File: src/rtl/brss_pkg.sv
// Package for the bigram record selection sorter: record type, sort key
// function and the read-only microcode table of the sequencer. No dependencies.
`timescale 1ns / 1ps
`default_nettype none

package brss_pkg;

  // One stored bigram record.
  typedef struct packed {
    logic [6:0]  c0;
    logic [6:0]  c1;
    logic [31:0] freq;
  } rec_t;

  // Sort modes.
  localparam logic [1:0] MODE_FREQ_ASC  = 2'd0;
  localparam logic [1:0] MODE_FREQ_DESC = 2'd1;

  // Sequencer step addresses.
  localparam int STEP_W = 3;
  localparam logic [STEP_W-1:0] STEP_IDLE = 3'd0;
  localparam logic [STEP_W-1:0] STEP_RD_I = 3'd1;
  localparam logic [STEP_W-1:0] STEP_CAP  = 3'd2;
  localparam logic [STEP_W-1:0] STEP_SCAN = 3'd3;
  localparam logic [STEP_W-1:0] STEP_EMIT = 3'd4;

  // Jump conditions.
  localparam logic [1:0] COND_NEXT = 2'd0;  // fall through to the next step
  localparam logic [1:0] COND_LAST = 2'd1;  // jump when a last record is taken
  localparam logic [1:0] COND_SCAN = 2'd2;  // repeat while records remain to read
  localparam logic [1:0] COND_EMIT = 2'd3;  // hold until the output is free

  typedef struct packed {
    logic              in_rdy;  // accept input requests
    logic              rd_j;    // read address is the scan index, else the pass index
    logic              ld_cur;  // capture the record at the pass index
    logic              scan;    // issue scan reads and compare returned records
    logic              emit;    // emit the pass winner and swap in memory
    logic [1:0]        cond;
    logic [STEP_W-1:0] target;
  } ctl_t;

  function automatic ctl_t ucode(input logic [STEP_W-1:0] step);
    ctl_t cw;
    cw = '{in_rdy: 1'b0, rd_j: 1'b0, ld_cur: 1'b0, scan: 1'b0, emit: 1'b0,
           cond: COND_NEXT, target: STEP_IDLE};
    case (step)
      STEP_IDLE: begin
        cw.in_rdy = 1'b1;
        cw.cond   = COND_LAST;
        cw.target = STEP_RD_I;
      end
      STEP_RD_I: begin
        cw.cond = COND_NEXT;
      end
      STEP_CAP: begin
        cw.ld_cur = 1'b1;
        cw.rd_j   = 1'b1;
        cw.scan   = 1'b1;
        cw.cond   = COND_NEXT;
      end
      STEP_SCAN: begin
        cw.rd_j = 1'b1;
        cw.scan = 1'b1;
        cw.cond = COND_SCAN;
      end
      STEP_EMIT: begin
        cw.emit   = 1'b1;
        cw.cond   = COND_EMIT;
        cw.target = STEP_RD_I;
      end
      default: begin
        cw.cond   = COND_NEXT;
        cw.target = STEP_IDLE;
      end
    endcase
    return cw;
  endfunction

  function automatic logic [6:0] fold_lower(input logic [6:0] c);
    if (c >= 7'h41 && c <= 7'h5A) begin
      return c + 7'h20;
    end
    return c;
  endfunction

  // Smaller key sorts first. Bit 1 of the mode selects the bigram key.
  function automatic logic [31:0] sort_key(input rec_t r, input logic [1:0] mode);
    logic [31:0] biased;
    biased = r.freq ^ 32'h8000_0000;
    if (mode[1]) begin
      return {18'd0, fold_lower(r.c0), fold_lower(r.c1)};
    end else if (mode == MODE_FREQ_DESC) begin
      return ~biased;
    end
    return biased;
  endfunction

endpackage

`default_nettype wire

File: src/rtl/bigram_record_selection_sort_core.sv
// Top level of the bigram record selection sorter: record memory, scan
// datapath and microcoded sequencer. Depends on brss_pkg.
`timescale 1ns / 1ps
`default_nettype none

// Records are loaded one per cycle into a single-port-write, registered-read
// memory of MAX_ENTRIES entries until a request with last_item set arrives;
// records beyond capacity are dropped. The set of N records is then sorted by
// selection with one comparator and one memory read port: a pass fetches the
// record at the pass index, captures it with the first scan read, issues the
// remaining scan reads, makes a final compare and emits the winner once the
// output is free. Each pass winner is emitted as soon as its pass ends, so
// results stream out during the sort.
// Input requests are refused during reset and from the last record of a set
// until the final result has been placed in the output register.
// sort_mode is used while sorting and may be written only while the block is
// idle: 0 frequency ascending, 1 frequency descending, 2 or 3 bigram
// ascending with A..Z folded to lower case. Ties keep selection-swap order.
module bigram_record_selection_sort_core #(
  parameter int MAX_ENTRIES = 64
) (
  input  wire                clk,
  input  wire                rst,
  input  wire                in_valid,
  output logic               in_ready,
  input  wire  [6:0]         first_char,
  input  wire  [6:0]         second_char,
  input  wire  signed [31:0] frequency,
  input  wire                last_item,
  output logic               out_valid,
  input  wire                out_ready,
  output logic [6:0]         out_first_char,
  output logic [6:0]         out_second_char,
  output logic signed [31:0] out_frequency,
  output logic               last_out,
  input  wire                cfg_we,
  input  wire  [1:0]         cfg_wdata
);

  localparam int IW = (MAX_ENTRIES > 1) ? $clog2(MAX_ENTRIES) : 1;
  localparam int CW = $clog2(MAX_ENTRIES + 1);

  logic [1:0] sort_mode;

  // Sequencer.
  logic [brss_pkg::STEP_W-1:0] step;
  logic [brss_pkg::STEP_W-1:0] step_next;
  brss_pkg::ctl_t              cw;

  // Datapath registers.
  logic [CW-1:0]     fill;
  logic [IW-1:0]     i;
  logic [CW-1:0]     j;
  logic [IW-1:0]     loc;
  logic              pend;
  brss_pkg::rec_t    cur;
  brss_pkg::rec_t    best;

  // Memory.
  brss_pkg::rec_t    mem [MAX_ENTRIES];
  brss_pkg::rec_t    rd_data;
  logic [IW-1:0]     rd_addr;
  logic              mem_we;
  logic [IW-1:0]     mem_waddr;
  brss_pkg::rec_t    mem_wdata;

  logic              in_acc;
  logic              store_ok;
  logic              out_free;
  logic              issue;
  logic              i_last;
  logic              better;
  brss_pkg::rec_t    in_rec;

  assign cw       = brss_pkg::ucode(step);
  assign in_ready = cw.in_rdy && !rst;
  assign in_acc   = in_valid && in_ready;
  assign store_ok = fill < CW'(MAX_ENTRIES);
  assign out_free = !out_valid || out_ready;
  assign issue    = cw.scan && (j < fill);
  assign i_last   = (CW'(i) + CW'(1)) == fill;
  assign better   = brss_pkg::sort_key(rd_data, sort_mode)
                    < brss_pkg::sort_key(best, sort_mode);

  assign in_rec.c0   = first_char;
  assign in_rec.c1   = second_char;
  assign in_rec.freq = $unsigned(frequency);

  assign rd_addr = cw.rd_j ? j[IW-1:0] : i;

  // The write port loads records while idle and takes the swap write on emit.
  always_comb begin
    mem_we    = 1'b0;
    mem_waddr = fill[IW-1:0];
    mem_wdata = in_rec;
    if (in_acc && store_ok) begin
      mem_we = 1'b1;
    end else if (cw.emit && out_free) begin
      mem_we    = 1'b1;
      mem_waddr = loc;
      mem_wdata = cur;
    end
  end

  always_ff @(posedge clk) begin
    if (mem_we) begin
      mem[mem_waddr] <= mem_wdata;
    end
    rd_data <= mem[rd_addr];
  end

  always_comb begin
    step_next = step;
    case (cw.cond)
      brss_pkg::COND_NEXT: begin
        step_next = step + brss_pkg::STEP_W'(1);
      end
      brss_pkg::COND_LAST: begin
        if (in_acc && last_item) begin
          step_next = cw.target;
        end
      end
      brss_pkg::COND_SCAN: begin
        if (!(j < fill)) begin
          step_next = step + brss_pkg::STEP_W'(1);
        end
      end
      brss_pkg::COND_EMIT: begin
        if (out_free) begin
          step_next = i_last ? brss_pkg::STEP_IDLE : cw.target;
        end
      end
      default: begin
        step_next = brss_pkg::STEP_IDLE;
      end
    endcase
  end

  always_ff @(posedge clk) begin
    if (rst) begin
      step      <= brss_pkg::STEP_IDLE;
      sort_mode <= brss_pkg::MODE_FREQ_ASC;
      fill      <= '0;
      i         <= '0;
      j         <= '0;
      pend      <= 1'b0;
      out_valid <= 1'b0;
    end else begin
      step <= step_next;
      pend <= issue;
      if (cfg_we) begin
        sort_mode <= cfg_wdata;
      end
      if (in_acc && store_ok) begin
        fill <= fill + CW'(1);
      end
      if (step == brss_pkg::STEP_RD_I) begin
        j <= CW'(i) + CW'(1);
      end else if (issue) begin
        j <= j + CW'(1);
      end
      if (out_ready) begin
        out_valid <= 1'b0;
      end
      if (cw.emit && out_free) begin
        out_valid <= 1'b1;
        if (i_last) begin
          i    <= '0;
          fill <= '0;
        end else begin
          i <= i + IW'(1);
        end
      end
    end
  end

  // Pass registers: the record at the pass index and the running winner.
  always_ff @(posedge clk) begin
    if (cw.ld_cur) begin
      cur  <= rd_data;
      best <= rd_data;
      loc  <= i;
    end else if (cw.scan && pend && better) begin
      // The returned record was read from the address just before j.
      best <= rd_data;
      loc  <= IW'(j - CW'(1));
    end
    if (cw.emit && out_free) begin
      out_first_char  <= best.c0;
      out_second_char <= best.c1;
      out_frequency   <= $signed(best.freq);
      last_out        <= i_last;
    end
  end

endmodule

`default_nettype wire

File: config.mk
export PLATFORM = sky130hd
export DESIGN_NAME = bigram_record_selection_sort_core
export DESIGN_NICKNAME = d
export VERILOG_FILES = /design/src/rtl/brss_pkg.sv /design/src/rtl/bigram_record_selection_sort_core.sv
export SDC_FILE = /design/constraint.sdc
export NUM_CORES = 2
export LEC_CHECK = 0
export ABC_AREA = 1
export BUFFER_PORTS_ARGS = -buffer_cell sky130_fd_sc_hd__buf_4
export CELL_PAD_IN_SITES_DETAIL_PLACEMENT = 0
export CELL_PAD_IN_SITES_GLOBAL_PLACEMENT = 2
export CORE_ASPECT_RATIO = 0.5
export CORE_MARGIN = 5
export CORE_UTILIZATION = 32
export CTS_CLUSTER_SIZE = 40
export DETAILED_ROUTE_END_ITERATION = 12
export PLACE_DENSITY = 0.68
export SLEW_MARGIN = 20
export SYNTH_ARGS = -nofsm -noshare
export SYNTH_HDL_FRONTEND = slang
export SYNTH_SLANG_ARGS = --single-unit
File: constraint.sdc
create_clock -name clk -period 19 [get_ports clk]
set_input_delay 2.85 -clock clk [delete_from_list [all_inputs] [get_ports clk]]
set_output_delay 2.85 -clock clk [all_outputs]
set_load 0.005 [all_outputs]
-- Yosys cells after proc, flatten, opt, wreduce, memory -nomap -nowiden
Memory sizes are Yosys's and may differ from the RTL's. A register that Yosys moved wholly into a read port is not among the register bits.
Cells that the tools add are included.
- register bits after elaboration: 172
- memories kept: 1
- bits in writable memories: 2944
- bits of input ports: 54
- word-level logic and storage cells: 135
- memory list (memory ; words ; width ; rd ports ; clocked after Yosys merged registers in ; wr ports ; line ; source):
    mem ; 64 ; 46 ; 1 ; 1 ; 1 ; bigram_record_selection_sort_core.sv:60 ; brss_pkg::rec_t mem [MAX_ENTRIES];
- $lt $le $gt $ge: 11
- eq/ne operators: 12
- bitwise operators: 4
- $add $sub $neg: 10
- muxes and demuxes: 56
- reductions and logical operators: 23
- operators by type and width (kind ; number):
    $mux 32 ; 6
    $mux 46 ; 4
    $mux 7 ; 13
    $not 32->32 ; 2
    $mux 6 ; 6
    $lt 32x32->1 ; 1
    $add 7x6->7 const B ; 4
    $ge 7x7->1 const B ; 4
    $le 7x7->1 const B ; 4
    $mux 1 ; 21
    $add 7x1->7 const B ; 2
    $logic_and 1x1->1 ; 12
    $mux 3 ; 4
    $pmux 3 s4 ; 1
    $add 6x1->7 const B ; 1
    $eq 7x7->1 ; 1
    $lt 7x7->1 ; 1
    $lt 7x7->1 const B ; 1
    $add 6x1->6 const B ; 1
    $eq 3x2->1 const B ; 2
    $ne 2x2->1 const B ; 3
    $pmux 2 s3 ; 1
    $reduce_bool 2->1 ; 3
    $sub 6x1->6 const B ; 1
    other kinds (12) ; 17

-- Depth between registers and ports, before layout
- word-level depth: 11
- depth in mapped cells: 20
- gate-level depth less buffers: 20

-- Worst setup path after synthesis
No wires, ideal clock.
- kind: input-to-reg
- start: in rst
- end: mem mem[48][0] in the netlist's numbering, enable pin
- arrival time: 8406 ps
- required time: 18435 ps
- path buffers: 0
- slack: 10029 ps
- cell stages on the path: 7
- cells stage by stage: nor3_1 > nand2_1 > nor2_1 > inv_1 > nand2_1 > nand3_1 > nor4_1
- cells in the longest elaborated chain, start to end: 7
- elaborated cells on any way between the ends: 8
- classes of those cells: 4 x mux; 4 x reduce/logical
- RTL lines (element ; line ; source):
    start: declaration ; bigram_record_selection_sort_core.sv:23 ; input wire rst,
    $logic_not 1->1 (*) ; bigram_record_selection_sort_core.sv:76 ; assign in_ready = cw.in_rdy && !rst;
    $logic_and 1x1->1 (*) ; bigram_record_selection_sort_core.sv:76 ;
    $logic_and 1x1->1 (*) ; bigram_record_selection_sort_core.sv:77 ; assign in_acc = in_valid && in_ready;
    $logic_and 1x1->1 (*) ; bigram_record_selection_sort_core.sv:96 ; if (in_acc && store_ok) begin
    $mux 1 ; bigram_record_selection_sort_core.sv:96 ;
    $mux 1 ; bigram_record_selection_sort_core.sv:106 ; if (mem_we) begin
    $mux 1 (not written as such) ; bigram_record_selection_sort_core.sv:107 ; mem[mem_waddr] <= mem_wdata;
    end: declaration ; bigram_record_selection_sort_core.sv:60 ;
Mark *: on every way between the ends. The rest lies on a longest branch, timed or not.

-- Worst setup path after layout
- start: reg step[0] in the netlist's numbering
- end: reg rd_data[11] (netlist name)
- cells in the longest elaborated chain, start to end: 4
- elaborated cells on any way between the ends: 5
- classes of those cells: 2 x eq/ne; 2 x mux; 1 x reduce/logical
- RTL lines (element ; line ; source):
    start: declaration ; bigram_record_selection_sort_core.sv:46 ; logic [brss_pkg::STEP_W-1:0] step;
    start signal: assignment ; bigram_record_selection_sort_core.sv:141 ; step <= brss_pkg::STEP_IDLE;
    start signal: assignment ; bigram_record_selection_sort_core.sv:149 ; step <= step_next;
    $eq 3x2->1 ; brss_pkg.sv:47 ; case (step)
    $reduce_or 2->1 (no line) (*) ; -- ;
    $mux 1 (*) ; brss_pkg.sv:47 ;
    $mux 6 (*) ; bigram_record_selection_sort_core.sv:89 ; assign rd_addr = cw.rd_j ? j[IW-1:0] : i;
Marks and branches as above.
A chain may end at the register's enable or synchronous reset.

==> metrics.md <==
| Metric | Value |
|---|---|
| Result of the run | `completed` |
| Transition time at the pin with the least slew margin | `1.19 ns` |
| Area share of the largest cell type after synthesis | `0.671` |
| Net count of the mapped netlist | `13500` |
| Worst-path cell with the longest stage delay | `sky130_fd_sc_hd__buf_4` |
| Fraction of layout cells with a size suffix above 1 | `0.0664` |
| Flop2flop setup slack | `12.17 ns` |
| Data required time of the worst path | `19.79 ns` |
| Instance area after placement | `146000 um2` |
| Number of remaining DRC errors | `0` |
| Net switching share of the total power | `0.381` |
| Worst skew pair latency | `0.94 ns` |
| Leading cell types by total area after synthesis | `sky130_fd_sc_hd__edfxtp_1 (67%), sky130_fd_sc_hd__nand3_1 (11%), sky130_fd_sc_hd__nand2_1 (8.5%)` |
| Clock-pin slew of the registers on the worst-case setup and hold paths | `0.06 ns` |
| Type of origin of the critical path | `flop` |
| Vias in the first global route | `88500` |
| Number of rows created at floorplan | `170` |
| Number of buffers and inverters on the critical path | `5` |
| Final layout net count | `13500` |
| FFs w/ async S/R, synth | `0` |
| Max incr delay on CP | `0.76 ns` |
| Boundary pin count | `103` |
| Number of buffers inserted for hold repair after clock tree synthesis | `0` |
| Largest clock skew in the final design | `0.0652 ns` |
| Worst setup margin | `12.17 ns` |
| Min cycle time layout | `6.83 ns` |
| Number of storage elements in the synthesis netlist | `3162` |
| Initial antenna violation count | `54` |
| Critical path class | `flop to flop` |
| Busiest layer in global routing | `met2` |
| Core occupancy in the finished layout | `0.363` |
| Global-route wire length before repair | `713000 um` |
| Reg area | `94200 um2` |
| HPWL after detailed placement | `287000 um` |
| Synth top cells by count | `sky130_fd_sc_hd__nand3_1 (3129), sky130_fd_sc_hd__nand2_1 (3126), sky130_fd_sc_hd__edfxtp_1 (3089)` |
| Worst rel slew slack | `0.203` |
| Power density over the cells | `139 nW/um2` |
| CP Max Fanout | `153` |
| Setup Fix Bufs, Post-CTS | `0` |
| Met1 Track Usage GR | `0.334` |
| CP most frequent cell | `sky130_fd_sc_hd__nand3_1` |
| Setup TNS | `0 ns` |
| Count of H-tree levels built during CTS | `5` |
| HP Class | `flop to flop` |
| First DRT Iteration DRCs | `12100` |
| Count of input and output buffers | `102` |
| Remaining Overflow, GRT | `0` |
| Total Routed Length | `512000 um` |
| Internal power | `13.5 mW` |
| Slew Viols, Final | `0` |
| Area of the core | `430000 um2` |
| Layout Cells excl Fill | `19400` |
| Clock tree from TritonCTS | `built` |
| Most instantiated flip-flop cell in the synthesis netlist | `sky130_fd_sc_hd__edfxtp_1` |
| Overall track demand over capacity in global routing | `0.223` |
| Number of synthesized flops with an enable pin | `3089` |
| Die height | `475 um` |
| Critical Path AT | `7.62 ns` |
| Remaining number of nets flagged by the antenna check after routing | `0` |
| Post-synthesis instance total | `13400` |
| Vias per inst | `4.97` |
| Highest attainable clock frequency | `146 MHz` |
| Overall power | `21.8 mW` |
| Final worst hold slack | `0.465 ns` |
| CP Cell Sequence | `ha_1 -> ha_1 -> inv_1 -> nand2_2 -> nand2_4 -> nand2_8 -> buf_4 -> buf_12 -> buf_4 -> buf_4 -> nand2_1 -> nand3_1 -> nand3_1 -> nand3_1 -> nand3_1 -> nand3_1 -> nand2_1` |
| Number of setup violations in the final report | `0` |
| Final Hold Violating Endpoints | `0` |
| Share of total power in combinational logic | `0.306` |
| Number of placed cells counting well taps | `18800` |
| Number of iterations in the first detailed-routing pass | `6` |
| Final period utilization | `0.360` |
| Dominant delay contributor by cell family on the critical path | `buffers and inverters` |
| Area taken by multi-input logic gates | `31100 um2` |
| Most common cell in the netlist | `sky130_fd_sc_hd__nand3_1` |
| CTS-repair resized insts | `0` |
| Peak VDD IR | `0.161 mV` |
| Synthesis Warnings | `0` |
| Cell type with the largest total area after synthesis | `sky130_fd_sc_hd__edfxtp_1` |
| Maximum number of pins on one net before global-route repair | `154` |
| Wire length per cell after detailed routing | `26.4 um` |
| Filler cell count | `42400` |
| Bufs on Longest Clock Path | `4` |
| Number of clock sinks | `3162` |
| Cell leakage power | `63.9 nW` |
| Root buffer cell | `sky130_fd_sc_hd__clkbuf_16` |
| Die outline width | `940 um` |
| Met2 usage in global routing | `0.338` |
| Switching Power | `8.31 mW` |
| Cts bufs inserted | `325` |
| Layout-stage area growth over the synthesis result | `13.0%` |
| Area of the die | `446000 um2` |
| GP Congestion | `0.837` |
| Sequential cell area fraction in the yosys report | `0.681` |
| Sequential group share of total power | `0.402` |
| Critical Path Sink Type | `flop` |
| Summed instance area of the synthesized netlist | `138000 um2` |
| Number of max-capacitance violations reported | `0` |
| Number of distinct standard cells referenced by the synthesized netlist | `37` |
| Number of vias in the routed layout | `96500` |
| Clock Power Share | `0.292` |
| RSZ-0062 raised after global routing | `false` |
| Final instance area | `156000 um2` |
| GR met3 Demand/Resource | `0.0412` |
| Average footprint of a synthesized cell | `10.3 um2` |
| Post-place setup slack | `11.48 ns` |
| Starting Density | `0.322` |
==> flip-flops by register name (all words and copies together) (netlist names) <==
signal	cells
loc	6
out_frequency	32
out_valid	1
best	46
fill	7
step	3
out_second_char	7
j	7
i	6
last_out	1
pend	1
cur	46
rd_data	46
sort_mode	2
mem	2944
out_first_char	7
==> path summary, 6_finish.rpt <==
path,startpoint,to,cells after the start
min reg2reg,best[0]$_DFFE_PP_,out_frequency[0]$_DFFE_PP_,0
max,step[0]$_SDFFE_PP0P_,rd_data[11]$_DFF_P_,17
max reg2reg,step[0]$_SDFFE_PP0P_,rd_data[11]$_DFF_P_,17
min,best[0]$_DFFE_PP_,out_frequency[0]$_DFFE_PP_,0
==> power by group through the flow <==
| stage | sequential, mW | clock, mW | combinational [mW] |
|---|---|---|---|
| finish | 8.77 | 6.35 | 6.67 |
| global route | 8.78 | 6.75 | 7.20 |
| CTS | 8.75 | 6.47 | 6.66 |
| detailed placement | 8.90 | 0 | 6.65 |
| global placement | 8.90 | 0 | 6.64 |
| floorplan | 8.66 | 0 | 3.85 |
==> worst register-to-register path, cell delays in order (launching register included) <==
cell and delay, ns:
sky130_fd_sc_hd__dfxtp_1 0.39, sky130_fd_sc_hd__ha_1 0.19, sky130_fd_sc_hd__ha_1 0.15, sky130_fd_sc_hd__inv_1 0.13
sky130_fd_sc_hd__nand2_2 0.46, sky130_fd_sc_hd__nand2_4 0.49, sky130_fd_sc_hd__nand2_8 0.61, sky130_fd_sc_hd__buf_4 0.75
sky130_fd_sc_hd__buf_12 0.74, sky130_fd_sc_hd__buf_4 0.79, sky130_fd_sc_hd__buf_4 0.83, sky130_fd_sc_hd__nand2_1 0.16
sky130_fd_sc_hd__nand3_1 0.10, sky130_fd_sc_hd__nand3_1 0.09, sky130_fd_sc_hd__nand3_1 0.13, sky130_fd_sc_hd__nand3_1 0.45
sky130_fd_sc_hd__nand3_1 0.21, sky130_fd_sc_hd__nand2_1 0.07
==> placed cells by master, fill, tap and decap left out, types with 4 or more instances in the layout <==
cell type                   count
sky130_fd_sc_hd__nand3_1     3127
sky130_fd_sc_hd__edfxtp_1    3089
sky130_fd_sc_hd__nand2_1     3077
sky130_fd_sc_hd__inv_1       2828
sky130_fd_sc_hd__clkbuf_16    333
sky130_fd_sc_hd__buf_4        312
sky130_fd_sc_hd__clkbuf_1     104
sky130_fd_sc_hd__nor2_1        83
sky130_fd_sc_hd__a21oi_1       83
sky130_fd_sc_hd__o21ai_0       77
sky130_fd_sc_hd__dfxtp_1       65
sky130_fd_sc_hd__nor2_4        58
sky130_fd_sc_hd__clkinv_1      55
sky130_fd_sc_hd__ha_1          55
sky130_fd_sc_hd__nand2_4       40
sky130_fd_sc_hd__clkinv_2      34
sky130_fd_sc_hd__buf_12        23
sky130_fd_sc_hd__nand4_1       22
sky130_fd_sc_hd__xnor2_1       20
sky130_fd_sc_hd__bufinv_16     20
sky130_fd_sc_hd__clkbuf_8      18
sky130_fd_sc_hd__nor3_1        11
sky130_fd_sc_hd__xor2_1        10
sky130_fd_sc_hd__nand2_2        9
sky130_fd_sc_hd__diode_2        8
sky130_fd_sc_hd__nor4_2         8
sky130_fd_sc_hd__dfxtp_2        8
sky130_fd_sc_hd__inv_6          6
sky130_fd_sc_hd__clkinv_8       6
sky130_fd_sc_hd__or2_2          5
sky130_fd_sc_hd__o21ai_4        5
sky130_fd_sc_hd__a31oi_1        5
sky130_fd_sc_hd__o22ai_1        4
==> layout make-up <==
class,instances,share of cell area
Timing Repair Buffer,337,0.0183
Antenna cell,8,0.000128
Tap cell,5762,0.0461
Clock inverter,123,0.00733
Inverter,2836,0.0684
Multi-Input combinational cell,6725,0.199
Sequential cell,3162,0.603
Clock buffer,455,0.0574
==> logic make-up after synthesis <==
logic type	Yosys count	share of synthesized area
xor gates and xnor gates	30	0.00190
DFF	3162	0.681
buffers and inverters	3546	0.100
adders and majority gates	55	0.00497
and+or+nand+nor	6450	0.204
AOI/OAI and AO/OA	190	0.00740
==> metal layers <==
| layer | share of wire | up-vias |
|---|---|---|
| met2 | 0.43 | 3832 |
| met5 | 0.000053 | - |
| met4 | 0.020 | 4 |
| met1 | 0.46 | 48400 |
| met3 | 0.087 | 537 |
| li1 | - | 43700 |
Power figures use the tool's default switching activity.
